[src/deq_pkg.sv]
// shared types and constants for the double-ended queue
// no dependencies
`default_nettype none

package deq_pkg;

    localparam int DEF_DEPTH      = 1024;
    localparam int DEF_WORD_WIDTH = 32;

    localparam int MODE_W     = 3;
    localparam int VALUE_W    = 32;
    localparam int DATA_W     = 32;
    localparam int COUNT_W    = 11;
    localparam int IN_TDATA_W = 32;
    localparam int OUT_TDATA_W = 48;

    localparam logic [MODE_W-1:0] MODE_PUSH_FRONT = 3'd0;
    localparam logic [MODE_W-1:0] MODE_PUSH_BACK  = 3'd1;
    localparam logic [MODE_W-1:0] MODE_POP_FRONT  = 3'd2;
    localparam logic [MODE_W-1:0] MODE_POP_BACK   = 3'd3;
    localparam logic [MODE_W-1:0] MODE_PEEK_FRONT = 3'd4;
    localparam logic [MODE_W-1:0] MODE_PEEK_BACK  = 3'd5;
    localparam logic [MODE_W-1:0] MODE_CLEAR      = 3'd6;
    localparam logic [MODE_W-1:0] MODE_SIZE       = 3'd7;

    // status of the request held in the read stage
    typedef struct packed {
        logic rd;
        logic err;
    } t_s1_info;

endpackage

`default_nettype wire

[src/deq_ctrl.sv]
// pointer control: head index, occupancy, memory addressing, read stage
// depends on deq_pkg
`default_nettype none

module deq_ctrl #(
    parameter int DEPTH      = 1024,
    parameter int WORD_WIDTH = 32,
    parameter int AW         = $clog2(DEPTH),
    parameter int CW         = $clog2(DEPTH + 1)
) (
    input  wire logic                          i_clk,
    input  wire logic                          i_rst_n,
    input  wire logic                          i_valid,
    output logic                               o_ready,
    input  wire logic [deq_pkg::MODE_W-1:0]    i_mode,
    input  wire logic [deq_pkg::VALUE_W-1:0]   i_value,
    output logic                               o_we,
    output logic      [AW-1:0]                 o_waddr,
    output logic      [WORD_WIDTH-1:0]         o_wdata,
    output logic                               o_re,
    output logic      [AW-1:0]                 o_raddr,
    output logic                               o_s1_valid,
    output deq_pkg::t_s1_info                  o_s1_info,
    output logic      [CW-1:0]                 o_s1_count,
    input  wire logic                          i_s1_adv
);

    localparam logic [CW-1:0] FULL_C  = CW'(DEPTH);
    localparam logic [CW:0]   DEPTH_X = (CW + 1)'(DEPTH);
    localparam logic [AW-1:0] LAST_C  = AW'(DEPTH - 1);

    logic [AW-1:0] r_head, n_head;
    logic [CW-1:0] r_occ, n_occ;
    logic          r_s1_valid;
    deq_pkg::t_s1_info r_s1_info, n_s1_info;
    logic [CW-1:0] r_s1_count;

    logic          accept;
    logic          full, empty;
    logic [CW:0]   sum_back, sum_last;
    logic [CW:0]   wrap_back, wrap_last;
    logic [AW-1:0] head_dec, head_inc;
    logic [63:0]   value_x;

    assign o_ready = !r_s1_valid || i_s1_adv;
    assign accept  = i_valid && o_ready;
    assign full    = (r_occ == FULL_C);
    assign empty   = (r_occ == '0);

    // slot after the last word, and the last word itself
    assign sum_back  = (CW + 1)'(r_head) + (CW + 1)'(r_occ);
    assign sum_last  = sum_back - (CW + 1)'(1);
    assign wrap_back = (sum_back >= DEPTH_X) ? sum_back - DEPTH_X : sum_back;
    assign wrap_last = (sum_last >= DEPTH_X) ? sum_last - DEPTH_X : sum_last;
    assign head_dec  = (r_head == '0) ? LAST_C : r_head - AW'(1);
    assign head_inc  = (r_head == LAST_C) ? '0 : r_head + AW'(1);

    assign value_x = {32'd0, i_value};
    assign o_wdata = value_x[WORD_WIDTH-1:0];

    always_comb begin
        n_head    = r_head;
        n_occ     = r_occ;
        n_s1_info = '{rd: 1'b0, err: 1'b0};
        o_we      = 1'b0;
        o_waddr   = wrap_back[AW-1:0];
        o_re      = 1'b0;
        o_raddr   = r_head;
        case (i_mode)
            deq_pkg::MODE_PUSH_FRONT, deq_pkg::MODE_PUSH_BACK: begin
                if (full) begin
                    n_s1_info.err = 1'b1;
                end else begin
                    o_we  = accept;
                    n_occ = r_occ + CW'(1);
                    if (i_mode == deq_pkg::MODE_PUSH_FRONT) begin
                        n_head  = head_dec;
                        o_waddr = head_dec;
                    end
                end
            end
            deq_pkg::MODE_POP_FRONT, deq_pkg::MODE_POP_BACK,
            deq_pkg::MODE_PEEK_FRONT, deq_pkg::MODE_PEEK_BACK: begin
                if (empty) begin
                    n_s1_info.err = 1'b1;
                end else begin
                    o_re         = accept;
                    n_s1_info.rd = 1'b1;
                    if (i_mode == deq_pkg::MODE_POP_BACK ||
                        i_mode == deq_pkg::MODE_PEEK_BACK) begin
                        o_raddr = wrap_last[AW-1:0];
                    end
                    if (i_mode == deq_pkg::MODE_POP_FRONT) begin
                        n_head = head_inc;
                        n_occ  = r_occ - CW'(1);
                    end else if (i_mode == deq_pkg::MODE_POP_BACK) begin
                        n_occ = r_occ - CW'(1);
                    end
                end
            end
            deq_pkg::MODE_CLEAR: begin
                n_head = '0;
                n_occ  = '0;
            end
            default: begin
                // size query leaves the state alone
            end
        endcase
    end

    always_ff @(posedge i_clk) begin
        if (!i_rst_n) begin
            r_head     <= '0;
            r_occ      <= '0;
            r_s1_valid <= 1'b0;
        end else begin
            if (accept) begin
                r_head     <= n_head;
                r_occ      <= n_occ;
                r_s1_valid <= 1'b1;
            end else if (i_s1_adv) begin
                r_s1_valid <= 1'b0;
            end
        end
    end

    always_ff @(posedge i_clk) begin
        if (accept) begin
            r_s1_info  <= n_s1_info;
            r_s1_count <= n_occ;
        end
    end

    assign o_s1_valid = r_s1_valid;
    assign o_s1_info  = r_s1_info;
    assign o_s1_count = r_s1_count;

endmodule

`default_nettype wire

[config.mk]
export PLATFORM = sky130hd
export DESIGN_NAME = deq_ctrl
export DESIGN_NICKNAME = d
export VERILOG_FILES = /design/src/deq_pkg.sv /design/src/deq_ctrl.sv
export SDC_FILE = /design/constraint.sdc
export NUM_CORES = 1
export LEC_CHECK = 0
export ABC_CLOCK_PERIOD_IN_PS = 3860
export BUFFER_PORTS_ARGS = -buffer_cell sky130_fd_sc_hd__buf_4
export CAP_MARGIN = 10
export CORE_MARGIN = 10
export CORE_UTILIZATION = 53
export DETAILED_ROUTE_END_ITERATION = 6
export GPL_TIMING_DRIVEN = 1
export PLACE_DENSITY = 0.82
export SLEW_MARGIN = 30
export SYNTH_ARGS = -nofsm -noshare
export SYNTH_HDL_FRONTEND = slang
export SYNTH_SLANG_ARGS = --single-unit
[constraint.sdc]
create_clock -name i_clk -period 3.86 [get_ports i_clk]
set_input_delay 0.772 -clock i_clk [delete_from_list [all_inputs] [get_ports i_clk]]
set_output_delay 0.772 -clock i_clk [all_outputs]
set_load 0.005 [all_outputs]
==> flow_metrics.tcl, run 1 <==
set metrics [dict create \
    post-route-period-util_pct 97.42 \
    synth.yosys.warnings 0 \
    hold_class "flip-flop to flip-flop" \
    endpoint_kind "output pin" \
    maxCapViolations 0 \
    synthCells 458 \
    path_max_fanout 9 \
    synth_edf_count 13 \
    ant_nets 0 \
    drt_pass1_iterations 5 \
    ios 108 \
    maxSlewViolCount 0 \
    die_w_um 100.9 \
    placed_area_um2 3654 \
    drcViolationCount 0 \
    layout_common_cells "buf_4 (60), nor2_1 (42), nand2_1 (42), a21oi_1 (42), inv_1 (28)" \
    crit_type "flip-flop to output pin" \
    htree_levels 2 \
    layout_commonest_cell "buf_4" \
    leakagePower_nw 1.609 \
    skew_ns 0.01076 \
    grt_pass1_wl_um 16440 \
    fin_nets 528 \
    synthesis.area_um2 3466 \
    cts.clk_slew.worst_paths_ns 0.08 \
    design_area_um2 3811 \
    preCtsSetupSlack_ns 0.2938 \
    grt_pass1_vias 3316 \
    tightest_slew_ns 0.8314 \
    port_buffers 43 \
    rows 29 \
    insertion_delay_ns 0.30 \
    synth_top_area_cell "dfxtp_1" \
    worstPathRequired_ns 3.09 \
    synth_area_leaders "dfxtp_1 (13%), edfxtp_1 (11%), buf_4 (6.9%)" \
    final-hold-violation-count 0 \
    drt-initial-drc-count 373 \
    ys.flop_type "dfxtp_1" \
    grt_max_degree 19 \
    fin_ws_ns 0.09970 \
    core_um2 6350 \
    vdd_drop_max_mv 0.2648 \
    grtUsageTotal_pct 19.59 \
    cts.hold.buffers_added 0 \
    slew_headroom_pct 44.24 \
    fin_util_pct 60.02 \
    syn_avg_cell_area_um2 7.567 \
    setup_violations 0 \
    status "finished clean" \
    finalPower_mw 1.337 \
    ys_async_sr_fraction_pct 0 \
    synth-seq-cells 35 \
    yosysSeqAreaShare_pct 23.97 \
    detailroute.via_count 3555 \
    die_h_um 100.9 \
    power.density_nw_per_um2 350.7 \
    syn_to_final_growth_pct 9.964 \
    post_drt_wl_per_cell_um 18.68 \
    antenna_found_initial 0 \
    hpwl_um 7467 \
    fmax_ghz 0.2659 \
    timing.rr.start "r_occ[1]" \
    cts_buffer_depth 2 \
    initial_utilization_pct 54.58 \
    totalWireLength_um 10270 \
    startpoint "r_occ[0]" \
    viasPerCell 6.464 \
    fillerInstances 566 \
    cts_inserted_buffers 5 \
    synthesis.nets 514 \
    synth_cell_type_count 67 \
    drive_above_1_share_pct 21.35 \
    clock_sinks 35 \
    arrival_ns 2.99 \
    die_area_um2 10170 \
    cts_tree "yes" \
    n_antenna_cell 0 \
    clockRootBuffer "clkbuf_8" \
    place_congestion 0.9963 \
    worstHoldStart "o_s1_valid" \
    period_needed_ns 3.760 \
    cp-start-kind "flip-flop" \
    grt.overflow.total 0 \
    synth.top_cell.area_share_pct 12.71 \
]
metal layers:
metal  part of all wire (%)  up-vias  wire (um)  track usage (%)
met5                      0        -          0                0
met4                    2.4        0        247            7.500
met3                    9.7       33       1001            4.321
met2                     46      206       4679            29.98
met1                     42     1654       4345            26.06
li1                       -     1662          -                -
final timing paths:
check | end | slack (ns) | depth (start not counted)
worst max-delay path | o_raddr[8] | 0.1 | 10
worst max register to register | o_s1_count[8] | 1.41 | 9
worst min-delay path | o_s1_valid | 0.54 | 2
worst min register to register | o_s1_valid | 0.54 | 2
cells in the mapped netlist, types with 7 or more instances:
master    count
a211oi_1      7
a21oi_1      43
buf_4        32
clkbuf_1     14
dfxtp_1      22
edfxtp_1     13
ha_1         16
inv_1        28
nand2_1      42
nand3_1      18
nor2_1       42
nor3_1       18
o21ai_0      24
o22ai_1       8
xnor2_1      19
xor2_1        9
stage by stage:
stage / hold slack [ns] / TNS, ns / cells
6_report: 0.5415 / 0 / 550
4_1_cts: 0.5425 / 0 / 547
2_1_floorplan: 0.5114 / 0 / 458
5_1_grt: 0.5833 / -0.02555 / 550
3_5_place_dp: 0.5326 / 0 / 539
3_3_place_gp: 0.5109 / 0 / 539
power by group:
part	internal, mW	switching (mW)	total, mW
sequential	0.417	0.0319	0.449
clock	0.143	0.139	0.282
combinational	0.255	0.350	0.605
state kept, by name, indices dropped and copies added (netlist names):
name        flops
r_head         10
r_occ          11
o_s1_count     11
o_s1_valid      1
o_s1_info       2
cell families after synthesis:
logic type,count (synthesis),share of synthesized area [%]
compound gates,141,27.65
xor+xnor,28,7.076
fa+ha+maj,17,6.354
buf+inv,83,12.96
flops,35,23.97
mux,5,1.552
simple gates,149,20.43
cell type report:
class                      count  area [um^2]  share of cell area [%]
clock inverter                 1        3.754                 0.09849
tap                           77        96.34                   2.528
sequential                    35        842.1                   22.09
clock buffer                   7        86.33                   2.265
inverter                      30        112.6                   2.955
multi-input combinational    340         2220                   58.24
timing repair buffer          60        450.4                   11.82
critical path: stages (launching register included):
cell,delay (ns)
dfxtp_4,0.38
ha_2,0.20
fa_2,0.44
a21oi_2,0.20
o221ai_1,0.17
xor2_1,0.21
a21o_1,0.22
or4_1,0.43
xor2_1,0.17
o21ai_2,0.14
buf_4,0.13
timing repair:
action | in CTS | in global routing
endpoints found under the setup margin | 2 | 3
resized for setup | 3 | 11
buffers inserted | 0 | 3
pin swaps | 0 | 4
No activity file was read; power rests on OpenSTA's default activity.
==> run 2, diff against run 1 <==
--- a/config.mk
+++ b/config.mk
@@ -8,11 +8,12 @@
 export ABC_CLOCK_PERIOD_IN_PS = 3860
 export BUFFER_PORTS_ARGS = -buffer_cell sky130_fd_sc_hd__buf_4
 export CAP_MARGIN = 10
-export CORE_MARGIN = 10
+export CORE_MARGIN = 2
 export CORE_UTILIZATION = 53
 export DETAILED_ROUTE_END_ITERATION = 6
 export GPL_TIMING_DRIVEN = 1
-export PLACE_DENSITY = 0.82
+export PLACE_DENSITY_LB_ADDON = 0.3
+export SKIP_CTS_REPAIR_TIMING = 1
 export SLEW_MARGIN = 30
 export SYNTH_ARGS = -nofsm -noshare
 export SYNTH_HDL_FRONTEND = slang
==> flow_metrics.tcl, run 2 (synthesized netlist as in run 1, its figures left out) <==
set metrics [dict create \
    power_frac_comb_pct 44.6 \
    die_h_um 84.87 \
    setup_violations 0 \
    critPathTopFamily "simple AND/OR/NAND/NOR gates" \
    grt.overflow.total 0 \
    drt_pass1_iterations 5 \
    detailroute.via_count 3524 \
    drive_above_1_share_pct 20.55 \
    clock_power_share_pct 21.2 \
    post-route-period-util_pct 95.91 \
    n_antenna_cell 0 \
    syn_to_final_growth_pct 9.495 \
    preCtsSetupSlack_ns 0.3122 \
    insertion_delay_ns 0.29 \
    final-hold-violation-count 0 \
    core_um2 6350 \
    cp-start-kind "flip-flop" \
    fin_nets 527 \
    cts_buffer_depth 2 \
    hold_class "flip-flop to flip-flop" \
    hpwl_um 7180 \
    multiInputGateArea_um2 2216 \
    clockRootBuffer "clkbuf_8" \
    placed_area_um2 3669 \
    grt_max_degree 21 \
    drcViolationCount 0 \
    design_area_um2 3795 \
    pwr-share-seq_pct 34.2 \
    grt_pass1_vias 3131 \
    viasPerCell 6.419 \
    grtUsageTotal_pct 26.37 \
    cts.clk_slew.worst_paths_ns 0.07 \
    path_max_fanout 9 \
    crit_type "flip-flop to output pin" \
    totalWireLength_um 9673 \
    cpPeakStageDelay_ns 0.51 \
    maxSlewViolCount 0 \
    slew_headroom_pct 43.72 \
    arrival_ns 2.93 \
    drt-initial-drc-count 349 \
    fin_util_pct 59.76 \
    holdPathStages 2 \
    port_buffers 43 \
    layout_commonest_cell "buf_4" \
    rows 29 \
    slowest_stage "dfxtp_1" \
    initial_utilization_pct 54.58 \
    register_area_um2 835.8 \
    leakagePower_nw 1.598 \
    ant_nets 0 \
    grt_pass1_wl_um 15490 \
    post_drt_wl_per_cell_um 17.62 \
    ios 108 \
    fin_ws_ns 0.1579 \
    maxCapViolations 0 \
    endpoint_kind "output pin" \
    rr_worst_depth 8 \
    p_sw_share_pct 38.51 \
    path_cells "ha_1 -> a211oi_2 -> o31ai_2 -> or3_1 -> a21o_1 -> or4_1 -> xor2_1 -> o21ai_2 -> buf_4" \
    switching_power_uw 505.8 \
    htree_levels 2 \
    power.density_nw_per_um2 346.1 \
    place_congestion 0.9378 \
    hold_slack_ns 0.5403 \
    tightest_slew_ns 0.8391 \
    status "finished clean" \
    cts_tree "yes" \
    vdd_drop_max_mv 0.2559 \
    antenna_found_initial 0 \
    p_int_uw 807.6 \
    period_needed_ns 3.702 \
    fmax_ghz 0.2701 \
    die_area_um2 7202 \
    path_buf_inv 1 \
    clock_sinks 35 \
    die_w_um 84.87 \
    fillerInstances 585 \
    cp.depth 9 \
    worstPathRequired_ns 3.09 \
    skew_ns 0.01376 \
    layout_common_cells "buf_4 (59), nor2_1 (42), nand2_1 (42), a21oi_1 (42), inv_1 (28)" \
    cts_inserted_buffers 5 \
]
run 2: changes by cell type in the layout (fill, tap and decap cells not counted):
cell      previous run  this run
buf_4               60        59
clkinv_1             3         2
clkinv_2             0         1
dfxtp_1             17        20
dfxtp_2              3         1
dfxtp_4              2         1
nor4_1               5         4
nor4_2               2         3
o41ai_1              0         1
o41ai_2              1         0
or3b_1               0         1
or3b_4               1         0
run 2: worst min-delay path: stages, from the launching register on:
cell	delay [ns]
dfxtp_1	0.31
nand2b_1	0.11
a21oi_1	0.07
run 2: cell type report:
type,instances,share of cell area [%]
Inverter,30,2.967
Timing Repair Buffer,59,11.67
Sequential cell,35,22.02
Clock buffer,7,2.275
Multi-Input combinational cell,340,58.39
Clock inverter,1,0.1319
Tap cell,77,2.539
run 2: power groups by stage:
stage | registers (mW) | logic, mW | clock network, mW
after floorplan | 0.447 | 0.415 | 0
final | 0.449 | 0.586 | 0.278
after global placement | 0.455 | 0.561 | 0
after CTS | 0.448 | 0.569 | 0.283
after detailed placement | 0.456 | 0.566 | 0
after global routing | 0.453 | 0.641 | 0.301
run 2: worst paths after layout:
kind               from          to  slack [ns]
min          o_s1_valid  o_s1_valid        0.54
min reg2reg  o_s1_valid  o_s1_valid        0.54
max reg2reg    r_occ[1]   r_head[7]        1.38
max           r_head[1]  o_raddr[8]        0.16
run 2: metrics by stage:
| step | power (mW) | cells | TNS (ns) |
|---|---|---|---|
| after floorplan | 0.8623 | 458 | 0 |
| after global placement | 1.016 | 541 | 0 |
| after detailed placement | 1.022 | 541 | 0 |
| after CTS | 1.300 | 549 | -0.01376 |
| after global routing | 1.396 | 549 | -0.0006579 |
| final | 1.313 | 549 | 0 |
run 2: metal layers:
layer	GRT usage, %	up-vias	routed length, um
met5	0	-	0
met4	9.812	0	219
met3	5.739	31	1078
met2	37.72	240	4092
met1	38.81	1596	4283
li1	-	1657	-
